$ cat src/hdl/lrce_pkg.sv
// Shared types, codes and constants for the lamp remote command encoder.
package lrce_pkg;

    localparam logic [7:0] HDR_PLAIN    = 8'hB8;
    localparam logic [3:0] HDR_DISCO_HI = 4'hB;
    localparam logic [7:0] COLOR_BASE   = 8'hC8;
    localparam logic [7:0] BRIGHT_BASE  = 8'h90;
    localparam logic [7:0] BRIGHT_MASK  = 8'hF8;
    localparam logic [7:0] RESEND_NUM   = 8'h09;
    localparam logic [3:0] NO_DISCO     = 4'hF;
    localparam logic [3:0] DISCO_LAST   = 4'd8;
    localparam logic [15:0] REMOTE_ID_RST = 16'h0044;

    // command codes
    localparam logic [7:0] CMD_COLOR     = 8'h40;
    localparam logic [7:0] CMD_ALL_OFF   = 8'h41;
    localparam logic [7:0] CMD_ALL_ON    = 8'h42;
    localparam logic [7:0] CMD_SPEED_DN  = 8'h43;
    localparam logic [7:0] CMD_SPEED_UP  = 8'h44;
    localparam logic [7:0] CMD_Z1_ON     = 8'h45;
    localparam logic [7:0] CMD_Z1_OFF    = 8'h46;
    localparam logic [7:0] CMD_Z2_ON     = 8'h47;
    localparam logic [7:0] CMD_Z2_OFF    = 8'h48;
    localparam logic [7:0] CMD_Z3_ON     = 8'h49;
    localparam logic [7:0] CMD_Z3_OFF    = 8'h4A;
    localparam logic [7:0] CMD_Z4_ON     = 8'h4B;
    localparam logic [7:0] CMD_Z4_OFF    = 8'h4C;
    localparam logic [7:0] CMD_DISCO     = 8'h4D;
    localparam logic [7:0] CMD_BRIGHT    = 8'h4E;
    localparam logic [7:0] CMD_WHITE_ALL = 8'hC2;
    localparam logic [7:0] CMD_WHITE_Z1  = 8'hC5;
    localparam logic [7:0] CMD_WHITE_Z2  = 8'hC7;
    localparam logic [7:0] CMD_WHITE_Z3  = 8'hC9;
    localparam logic [7:0] CMD_WHITE_Z4  = 8'hCB;
    localparam logic [7:0] CMD_NIGHT_ALL = 8'hC1;
    localparam logic [7:0] CMD_NIGHT_Z1  = 8'hC6;
    localparam logic [7:0] CMD_NIGHT_Z2  = 8'hC8;
    localparam logic [7:0] CMD_NIGHT_Z3  = 8'hCA;
    localparam logic [7:0] CMD_NIGHT_Z4  = 8'hCC;

    // key codes
    localparam logic [7:0] KEY_ALL_ON    = 8'h01;
    localparam logic [7:0] KEY_ALL_OFF   = 8'h02;
    localparam logic [7:0] KEY_Z1_ON     = 8'h03;
    localparam logic [7:0] KEY_Z1_OFF    = 8'h04;
    localparam logic [7:0] KEY_Z2_ON     = 8'h05;
    localparam logic [7:0] KEY_Z2_OFF    = 8'h06;
    localparam logic [7:0] KEY_Z3_ON     = 8'h07;
    localparam logic [7:0] KEY_Z3_OFF    = 8'h08;
    localparam logic [7:0] KEY_Z4_ON     = 8'h09;
    localparam logic [7:0] KEY_Z4_OFF    = 8'h0A;
    localparam logic [7:0] KEY_SPEED_UP  = 8'h0B;
    localparam logic [7:0] KEY_SPEED_DN  = 8'h0C;
    localparam logic [7:0] KEY_DISCO     = 8'h0D;
    localparam logic [7:0] KEY_BRIGHT    = 8'h0E;
    localparam logic [7:0] KEY_COLOR     = 8'h0F;
    localparam logic [7:0] KEY_WHITE_ALL = 8'h11;
    localparam logic [7:0] KEY_NIGHT_ALL = 8'h12;
    localparam logic [7:0] KEY_WHITE_Z1  = 8'h13;
    localparam logic [7:0] KEY_NIGHT_Z1  = 8'h14;
    localparam logic [7:0] KEY_WHITE_Z2  = 8'h15;
    localparam logic [7:0] KEY_NIGHT_Z2  = 8'h16;
    localparam logic [7:0] KEY_WHITE_Z3  = 8'h17;
    localparam logic [7:0] KEY_NIGHT_Z3  = 8'h18;
    localparam logic [7:0] KEY_WHITE_Z4  = 8'h19;
    localparam logic [7:0] KEY_NIGHT_Z4  = 8'h1A;

    // outcome codes
    localparam logic [1:0] OUT_SENT    = 2'd0;
    localparam logic [1:0] OUT_UNKNOWN = 2'd1;
    localparam logic [1:0] OUT_BAD_LEN = 2'd2;

    localparam logic [5:0] LEN_SHORT = 6'd2;
    localparam logic [5:0] LEN_LONG  = 6'd3;

    typedef struct packed {
        logic [7:0] command_code;
        logic [7:0] argument_byte;
        logic [5:0] message_length;
    } request_t;

    typedef struct packed {
        logic [7:0] color_level;
        logic [7:0] bright_zone;
        logic [7:0] packet_sequence;
        logic [3:0] disco_index;
        logic [7:0] fallback_sequence;
    } lamp_state_t;

    typedef struct packed {
        logic [1:0] outcome;
        logic [7:0] resend_count;
        logic [7:0] sequence_out;
        logic [7:0] key_out;
        logic [7:0] bright_out;
        logic [7:0] color_out;
        logic [7:0] remote_low;
        logic [7:0] remote_high;
        logic [7:0] header_byte;
    } packet_t;

endpackage

$ cat src/hdl/lamp_remote_command_encoder.sv
// Top level of the lamp remote command encoder: request register, state and packet register.
// A request waits in the request register, then its decoded packet in the packet register.
// Throughput: one request per cycle while the sink is ready; the request register advances
// whenever the packet register is empty or being taken, so neither side sees bubbles.
// Reset (rst_n low, asynchronous): both stages empty, remote_id 0x0044, colour and
// brightness 0, sequence and fallback counter 1, disco mode off (index 15).
module lamp_remote_command_encoder
(
    input  logic        clk,
    input  logic        rst_n,
    // configuration: remote_id
    input  logic        cfg_wr_en,
    input  logic [15:0] cfg_wr_data,
    // request side
    input  logic        s_axis_tvalid,
    output logic        s_axis_tready,
    // [7:0] command_code, [15:8] argument_byte, [21:16] message_length, [23:22] zero
    input  logic [23:0] s_axis_tdata,
    // packet side
    output logic        m_axis_tvalid,
    input  logic        m_axis_tready,
    // [7:0] header_byte, [15:8] remote_high, [23:16] remote_low, [31:24] color_out,
    // [39:32] bright_out, [47:40] key_out, [55:48] sequence_out, [63:56] resend_count
    output logic [63:0] m_axis_tdata,
    // [1:0] outcome
    output logic [1:0]  m_axis_tuser
);
    import lrce_pkg::*;

    logic        req_valid_reg;
    request_t    req_reg;
    logic        out_valid_reg;
    packet_t     pkt_reg;
    logic [15:0] remote_id_reg;
    lamp_state_t state_reg;
    packet_t     pkt_next;
    lamp_state_t state_next;
    logic        advance;

    // move the held request into the packet register when that slot frees up
    assign advance       = req_valid_reg && (!out_valid_reg || m_axis_tready);
    assign s_axis_tready = !req_valid_reg || advance;

    lrce_decode u_decode
    (
        .req       (req_reg),
        .cur       (state_reg),
        .remote_id (remote_id_reg),
        .pkt       (pkt_next),
        .nxt       (state_next)
    );

    // remote identity; user must write it only while no request is in flight, unchecked
    always_ff @(posedge clk or negedge rst_n)
    begin
        if (!rst_n)
        begin
            remote_id_reg <= REMOTE_ID_RST;
        end
        else if (cfg_wr_en)
        begin
            remote_id_reg <= cfg_wr_data;
        end
    end

    // request stage: take a new request whenever the stage is empty or advancing
    always_ff @(posedge clk or negedge rst_n)
    begin
        if (!rst_n)
        begin
            req_valid_reg <= 1'b0;
        end
        else if (s_axis_tready)
        begin
            req_valid_reg <= s_axis_tvalid;
        end
    end

    // unpack the bus fields, command code in the lowest byte
    always_ff @(posedge clk)
    begin
        if (s_axis_tready && s_axis_tvalid)
        begin
            req_reg <= {s_axis_tdata[7:0], s_axis_tdata[15:8], s_axis_tdata[21:16]};
        end
    end

    // lamp state: commit exactly once per request, as it moves to the packet register
    always_ff @(posedge clk or negedge rst_n)
    begin
        if (!rst_n)
        begin
            state_reg.color_level       <= 8'd0;
            state_reg.bright_zone       <= 8'd0;
            state_reg.packet_sequence   <= 8'd1;
            state_reg.disco_index       <= NO_DISCO;
            state_reg.fallback_sequence <= 8'd1;
        end
        else if (advance)
        begin
            state_reg <= state_next;
        end
    end

    // packet stage: hold until taken, refill when the request stage advances
    always_ff @(posedge clk or negedge rst_n)
    begin
        if (!rst_n)
        begin
            out_valid_reg <= 1'b0;
        end
        else if (advance)
        begin
            out_valid_reg <= 1'b1;
        end
        else if (m_axis_tready)
        begin
            out_valid_reg <= 1'b0;
        end
    end

    always_ff @(posedge clk)
    begin
        if (advance)
        begin
            pkt_reg <= pkt_next;
        end
    end

    assign m_axis_tvalid = out_valid_reg;
    assign m_axis_tdata  = pkt_reg[63:0];
    assign m_axis_tuser  = pkt_reg.outcome;

endmodule

$ cat src/hdl/lrce_decode.sv
// Command decode: one request and the current lamp state give the packet and the next state.
module lrce_decode
(
    input  lrce_pkg::request_t    req,
    input  lrce_pkg::lamp_state_t cur,
    input  logic [15:0]           remote_id,
    output lrce_pkg::packet_t     pkt,
    output lrce_pkg::lamp_state_t nxt
);
    import lrce_pkg::*;

    logic [7:0]  key;
    logic [7:0]  header;
    logic [7:0]  plain_hdr;
    logic        known;
    logic        leave_disco;
    logic        len_ok;
    logic [7:0]  seq;
    logic [3:0]  disco_step;
    lamp_state_t upd;

    always_comb
    begin
        plain_hdr = ((cur.disco_index != 4'd0) && (cur.disco_index <= DISCO_LAST))
                    ? {HDR_DISCO_HI, cur.disco_index} : HDR_PLAIN;
        if (cur.disco_index == DISCO_LAST || cur.disco_index > DISCO_LAST)
        begin
            disco_step = 4'd0;
        end
        else
        begin
            disco_step = cur.disco_index + 4'd1;
        end

        upd         = cur;
        key         = 8'h00;
        header      = plain_hdr;
        known       = 1'b1;
        leave_disco = 1'b0;

        unique case (req.command_code)
            CMD_COLOR:
            begin
                leave_disco     = 1'b1;
                key             = KEY_COLOR;
                upd.color_level = COLOR_BASE - req.argument_byte;
                header          = {HDR_DISCO_HI, 4'd0};
            end
            CMD_ALL_OFF:  key = KEY_ALL_OFF;
            CMD_ALL_ON:
            begin
                key                  = KEY_ALL_ON;
                upd.bright_zone[2:0] = 3'd0;
            end
            CMD_SPEED_DN: key = KEY_SPEED_DN;
            CMD_SPEED_UP: key = KEY_SPEED_UP;
            CMD_Z1_ON:
            begin
                key                  = KEY_Z1_ON;
                upd.bright_zone[2:0] = 3'd1;
            end
            CMD_Z1_OFF:   key = KEY_Z1_OFF;
            CMD_Z2_ON:
            begin
                key                  = KEY_Z2_ON;
                upd.bright_zone[2:0] = 3'd2;
            end
            CMD_Z2_OFF:   key = KEY_Z2_OFF;
            CMD_Z3_ON:
            begin
                key                  = KEY_Z3_ON;
                upd.bright_zone[2:0] = 3'd3;
            end
            CMD_Z3_OFF:   key = KEY_Z3_OFF;
            CMD_Z4_ON:
            begin
                key                  = KEY_Z4_ON;
                upd.bright_zone[2:0] = 3'd4;
            end
            CMD_Z4_OFF:   key = KEY_Z4_OFF;
            CMD_DISCO:
            begin
                key             = KEY_DISCO;
                upd.disco_index = disco_step;
                header          = {HDR_DISCO_HI, disco_step};
            end
            CMD_BRIGHT:
            begin
                key                  = KEY_BRIGHT;
                upd.bright_zone[7:3] = BRIGHT_BASE[7:3] - req.argument_byte[4:0];
            end
            CMD_WHITE_ALL: begin leave_disco = 1'b1; key = KEY_WHITE_ALL; end
            CMD_WHITE_Z1:  begin leave_disco = 1'b1; key = KEY_WHITE_Z1;  end
            CMD_WHITE_Z2:  begin leave_disco = 1'b1; key = KEY_WHITE_Z2;  end
            CMD_WHITE_Z3:  begin leave_disco = 1'b1; key = KEY_WHITE_Z3;  end
            CMD_WHITE_Z4:  begin leave_disco = 1'b1; key = KEY_WHITE_Z4;  end
            CMD_NIGHT_ALL: begin leave_disco = 1'b1; key = KEY_NIGHT_ALL; end
            CMD_NIGHT_Z1:  begin leave_disco = 1'b1; key = KEY_NIGHT_Z1;  end
            CMD_NIGHT_Z2:  begin leave_disco = 1'b1; key = KEY_NIGHT_Z2;  end
            CMD_NIGHT_Z3:  begin leave_disco = 1'b1; key = KEY_NIGHT_Z3;  end
            CMD_NIGHT_Z4:  begin leave_disco = 1'b1; key = KEY_NIGHT_Z4;  end
            default:       known = 1'b0;
        endcase

        // white, night and colour leave disco mode; white and night take the plain header, colour keeps its own
        if (leave_disco)
        begin
            upd.disco_index = NO_DISCO;
            if (req.command_code != CMD_COLOR)
            begin
                header = HDR_PLAIN;
            end
        end

        // a zero sequence byte borrows the fallback counter
        if (cur.packet_sequence == 8'd0)
        begin
            seq                   = cur.fallback_sequence;
            upd.fallback_sequence = cur.fallback_sequence + 8'd1;
        end
        else
        begin
            seq = cur.packet_sequence;
        end
        upd.packet_sequence = seq + 8'd1;

        len_ok = (req.message_length == LEN_SHORT) || (req.message_length == LEN_LONG);

        pkt = '0;
        nxt = cur;
        if (!len_ok)
        begin
            pkt.outcome = OUT_BAD_LEN;
        end
        else if (!known)
        begin
            pkt.outcome = OUT_UNKNOWN;
        end
        else
        begin
            nxt              = upd;
            pkt.outcome      = OUT_SENT;
            pkt.header_byte  = header;
            pkt.remote_high  = remote_id[15:8];
            pkt.remote_low   = remote_id[7:0];
            pkt.color_out    = upd.color_level;
            pkt.bright_out   = upd.bright_zone;
            pkt.key_out      = key;
            pkt.sequence_out = seq;
            pkt.resend_count = RESEND_NUM;
        end
    end

endmodule

$ cat config.mk
export PLATFORM = sky130hd
export DESIGN_NAME = lamp_remote_command_encoder
export DESIGN_NICKNAME = d
export VERILOG_FILES = /design/src/hdl/lrce_pkg.sv /design/src/hdl/lamp_remote_command_encoder.sv /design/src/hdl/lrce_decode.sv
export SDC_FILE = /design/constraint.sdc
export NUM_CORES = 1
export LEC_CHECK = 0
export BUFFER_PORTS_ARGS = -buffer_cell sky130_fd_sc_hd__buf_4
export CORE_MARGIN = 5
export CORE_UTILIZATION = 55
export DETAILED_ROUTE_END_ITERATION = 7
export PLACE_DENSITY = 0.86
export REMOVE_ABC_BUFFERS = 1
export SYNTH_ARGS = -nofsm -noshare
export SYNTH_HDL_FRONTEND = slang
export SYNTH_SLANG_ARGS = --single-unit
$ cat constraint.sdc
create_clock -name clk -period 2.8 [get_ports clk]
set_input_delay 0.42 -clock clk [delete_from_list [all_inputs] [get_ports clk]]
set_output_delay 0.42 -clock clk [all_outputs]
set_load 0.02 [all_outputs]
# Word-level counts from Yosys, hierarchy flattened
# Index checks and enable logic that the tools add are counted.
# word_totals
regBits,142
latch_bits,0
ram_bits,0
mem_bits_ro,0
inputBits,45
output_inout_bits,68
word_cells,93
memories,0
# classes
n_addsub,5
multipliers,0
n_div,0
n_lt_le_gt_ge,2
eq_ne,29
shift,0
muxes,18
n_bitwise,0
reduce_logical,19
# op_table
operator,count
$pmux 5 s25,1
$eq 8x7->1 const B,15
$eq 8x8->1 const B,10
$mux 60,1
$mux 8,4
$reduce_or 25->1,1
$add 8x1->8 const B,2
$mux 4,4
$pmux 8 s2,1
$pmux 3 s5,1
$eq 6x2->1 const B,2
$reduce_or 11->1,1
$logic_not 8->1,1
$ne 8x7->1 const B,1
$reduce_and 4->1,2
$sub 8x8->8 const A,1
$mux 1,5
$mux 5,1
$sub 5x5->5 const A,1
$add 4x1->4 const B,1
$eq 4x4->1 const B,1
$gt 4x4->1 const B,1
$le 4x4->1 const B,1
$logic_or 1x1->1,4
6 further kinds,10

# Depth between registers and ports, before layout
# depth
ltp_word,7
depth_mapped,8
mapped_depth_nobuf,8

# By module
# Synthesis repeated with hierarchy kept, for this count alone.
# unflattened
hier_cells,546
area_unflattened_um2,6925.4
# by_module_without_submodules
module,n_inst,cells_each,area_each_um2,seq_area_each_um2
lamp_remote_command_encoder,1,206,4797.1,4003.8
lrce_decode,1,340,2128.3,0.0

# Least setup slack after synthesis
# No wires, ideal clock.
# synth_timing
path_kind,reg2reg
startpoint,"register out_valid_reg, in the netlist m_axis_tvalid"
endpoint,register state_reg[10] in the netlist's numbering
setup_ns,0.079
arrival_time_ns,2.527
required_ns,2.721
path_slack_ns,0.193
path_stages_with_launch,7
path_buffers,0
synth_period_minus_slack_ns,2.607
path_cell_list,dfrtp_1 > nand2b_1 > nand2_1 > inv_1 > o21ai_0 > or3_1 > a22o_1
# synth_via
elab_chain_len,4
# synth_lines
item,line,rtl
start: declaration,lamp_remote_command_encoder.sv:32,logic out_valid_reg;
start signal: assignment,lamp_remote_command_encoder.sv:110,out_valid_reg <= 1'b0;
start signal: assignment,lamp_remote_command_encoder.sv:114,out_valid_reg <= 1'b1;
start signal: assignment,lamp_remote_command_encoder.sv:118,out_valid_reg <= 1'b0;
$logic_not 1->1,lamp_remote_command_encoder.sv:41,assign advance = req_valid_reg && (!out_valid_reg || m_axis_tready);
$logic_or 1x1->1,lamp_remote_command_encoder.sv:41,
$logic_and 1x1->1,lamp_remote_command_encoder.sv:41,
named net advance,lamp_remote_command_encoder.sv:38,logic advance;
$reduce_and 4->1 (no source line),-,
end signal: assignment,lamp_remote_command_encoder.sv:101,state_reg <= state_next;
end: declaration,lamp_remote_command_encoder.sv:35,lamp_state_t state_reg;
# The timed path passes the listed nets, and every way through them passes these cells.
# A chain may end at the register's enable or synchronous reset.

# Final worst setup path
# layout_timing
startpoint,register req_reg[17] in the netlist's numbering
endpoint,"register pkt_reg, in the netlist m_axis_tdata[2] (data pin)"
# layout_via
elab_chain_len,4
word_cells_on_any_way,34
classes_between,eq/ne (26); mux (5); reduce/logical (3)
# layout_lines
item,line,rtl
start: declaration,lamp_remote_command_encoder.sv:31,request_t req_reg;
start signal: assignment,lamp_remote_command_encoder.sv:84,"req_reg <= {s_axis_tdata[7:0], s_axis_tdata[15:8], s_axis_tdata[21:16]};"
$eq 8x7->1 / $eq 8x8->1 (equally long branches),lrce_decode.sv:41,unique case (req.command_code)
$reduce_or 25->1 (no source line) (tied with other cells),-,
$mux 1 / $mux 8 (equally long branches),"lrce_decode.sv:41, lrce_decode.sv:109",
$reduce_and 2->1 (no source line) / $mux 8 (equally long branches),-,
end signal: assignment,lamp_remote_command_encoder.sv:126,pkt_reg <= pkt_next;
end: declaration,lamp_remote_command_encoder.sv:33,packet_t pkt_reg;
# Parallel ways exist; a longest one is shown, timed or not.

==> reports/metrics.yaml <==
floorplanning:
  die_w_um: 113
  io_pins: 113
  core_mm2: 0.0104
  start_util_pct: 56.5
  num_rows: 37
  die-area_mm2: 0.0128
  die_h_um: 113
clock_network:
  cts_made_buffers: 17
  cts_tree: "yes"
  clock_latency_ns: 0.52
  clockBufferDepth: 2
  clock-sinks: 128
  root_buffer: "clkbuf_8"
  clk_pin_slew_ns: 0.06
  cts.htree.levels: 4
routing:
  drt_iter0_markers: 322
  via_per_inst: 5.39
  wl_per_cell_um: 15.6
  dr.pass1.iters: 5
  route.detailed.drc: 0
  drt.antenna.violating_nets: 0
  vias: 4045
  wirelength_mm: 11.7
pwr:
  p_per_area_mw_per_mm2: 687
  irDropWorstVdd_mv: 0.600
  power_leakage_nw: 3.04
  power_mw: 5.07
worst_setup_path:
  cp.arrival_ns: 2.86
  worst-path-max-fanout: 23
  worst-setup-path-type: "reg -> reg"
  cp_cell_sequence: "o211a_1, o31a_1, or3_1, inv_1, buf_4, nand2_1, nor3_1"
  slowest_delay_ns: 0.58
  crit_path_start: "req_reg[17]"
  slowest_stage: "edfxtp_1"
  crit_family: "simple AND/OR/NAND/NOR gates"
  cp.required_ns: 3.16
  r2r-start: "req_reg[17]"
  setup.worst_path.end_class: "flip-flop"
  cp_num_buf_inv: 2
  cp-start-kind: "flip-flop"
grt:
  grt_pass1_vias: 4099
  grtUsageTotal_pct: 19.4
  overflow: 0
  antenna_found_initial: 0
  grt_pass1_wl_mm: 19.6
  grt_max_degree: 55
run:
  cap_violations: 0
cells_and_area:
  largest_reg_flops: 51
  fin_util_pct: 71.2
  multi_input_area_mm2: 0.00206
  final.fill_count: 687
  syn_to_final_growth_pct: 26.0
  antennaDiodeCount: 0
  seqCellArea_mm2: 0.00358
  drive_above_1_share_pct: 30.3
  final_nets: 652
yosys:
  syn-cell-area_mm2: 0.00586
  synth_flop_cell: "edfxtp_1"
  synth_cell_types: 58
  synth_edf_count: 74
  async_reset_ff_share_pct: 42.2
  ys_seq_area_share_pct: 61.2
  syn_inst: 498
  synth_seq_cells: 128
  synth_warnings: 0
  postSynthAreaPerCell_um2: 11.8
run_status:
  outcome: "completed"
sta:
  finalCriticalPeriod_ns: 2.50
  hold_violations: 0
  finalClockSkew_ns: 0.00599
  period_share_pct: 89.2
  drv_slew: 0
  fmax_mhz: 400
  slew_headroom_pct: 41.6
  setup_viol: 0
  rsz0062_at_grt: "false"
  finalSetupTns_ns: 0
  tightest_slew_ns: 0.877
place:
  place_congestion: 0.854
  dp_hpwl_mm: 7.86
  port_buffers: 99
worst_hold_path:
  min_path_type: "in -> reg"
  hp-start: "s_axis_tdata[10]"
-- final cells by class --
| class | count | share of cell area [%] |
|---|---|---|
| Multi-Input combinational cell | 330 | 27.9 |
| Sequential cell | 128 | 48.6 |
| Clock buffer | 20 | 6.17 |
| Tap cell | 136 | 2.31 |
| Inverter | 14 | 0.712 |
| Clock inverter | 12 | 3.12 |
| Timing Repair Buffer | 110 | 11.2 |
-- path summary, 6_finish.rpt --
| path | to | slack, ns | cells past startpoint |
|---|---|---|---|
| worst max-delay path | m_axis_tdata[2] | 0.30 | 7 |
| worst min-delay path | req_reg[8] | 0.07 | 1 |
| worst max register to register | m_axis_tdata[2] | 0.30 | 7 |
| worst min register to register | state_reg[35] | 0.48 | 2 |
| max in group asynchronous | state_reg[17] | 1.86 | 2 |
| min in group asynchronous | state_reg[35] | 0.49 | 2 |
-- power breakdown --
part           switching [mW]  leakage [nW]  internal, mW
sequential             0.0554          1.42          2.11
clock                   0.796         0.327          1.70
combinational           0.236          1.29         0.167
total                    1.09          3.04          3.98
-- stage by stage --
| step | setup slack, ns | area (µm²) | hold WS [ns] | cells |
|---|---|---|---|---|
| final | 0.302 | 7380 | 0.0692 | 750 |
| after global routing | 0.106 | 7380 | 0.0466 | 750 |
| after global placement | 0.477 | 6680 | 0.454 | 717 |
| after detailed placement | 0.337 | 6680 | 0.464 | 717 |
| after CTS | 0.295 | 7380 | 0.0498 | 750 |
| after floorplan | 0.0759 | 5690 | 0.124 | 472 |
-- layout by cell type (no fill, tap or decap), types with 3 or more instances in the layout --
cell type	netlist	routed
nor4b_1	5	5
conb_1	1	10
mux2i_1	4	4
a21oi_1	25	25
nand2_1	51	51
a211oi_1	6	6
inv_1	14	13
a41oi_1	3	3
edfxtp_1	74	74
nand2b_1	8	8
xnor2_1	11	11
and3_1	4	4
clkinv_4	0	4
or2_2	3	3
clkbuf_8	0	4
buf_4	14	109
o21ai_0	30	30
xor2_1	9	9
nand3_1	4	4
nor3_1	15	15
or3_1	5	5
nand3b_1	3	3
dfstp_2	8	8
nor4_1	4	4
bufinv_16	0	6
mux2_2	23	23
ha_1	6	6
nor2b_1	3	3
nor2_1	46	46
dfrtp_1	46	46
clkbuf_16	0	16
and2_1	21	21
-- cells in the mapped netlist, types with 14 or more instances --
cell type / instances / share of area [%]
and2_1: 21 / 2.2
o21ai_0: 30 / 2.6
inv_1: 14 / 0.90
dfrtp_1: 46 / 20
nor3_1: 15 / 1.3
nand2_1: 51 / 3.3
edfxtp_1: 74 / 38
buf_4: 14 / 1.8
mux2_2: 23 / 4.4
a21oi_1: 25 / 2.1
clkbuf_1: 14 / 0.90
nor2_1: 46 / 2.9
-- kinds of logic after synthesis --
family / after synthesis / share of synthesized area [%]
simple gates: 185 / 16.6
flops: 128 / 61.2
xor+xnor: 21 / 3.27
mux: 27 / 5.11
fa+ha+maj: 6 / 1.28
buf+inv: 49 / 4.23
other cells: 1 / 0.0640
compound gates: 81 / 8.25
-- layer usage --
metal	GRT usage (%)	vias to the layer above	wire, µm
met5	0	-	0
met4	9.05	0	219
met3	5.35	24	800
met2	33.1	141	5960
met1	22.9	1920	4730
li1	-	1960	-
-- what timing repair did --
action | 4_1_cts | 5_1_grt
endpoints found under the hold margin | 46 | 0
resized for setup | 0 | 0
hold buffers | 1 | 0
buffers inserted | 0 | 0
-- worst register-to-register path: stages (launching register included) --
cell      delay (ns)
edfxtp_1        0.58
o211a_1         0.25
o31a_1          0.39
or3_1           0.42
inv_1           0.10
buf_4           0.24
nand2_1         0.15
nor3_1          0.21
(Power assumes the default switching activity.)
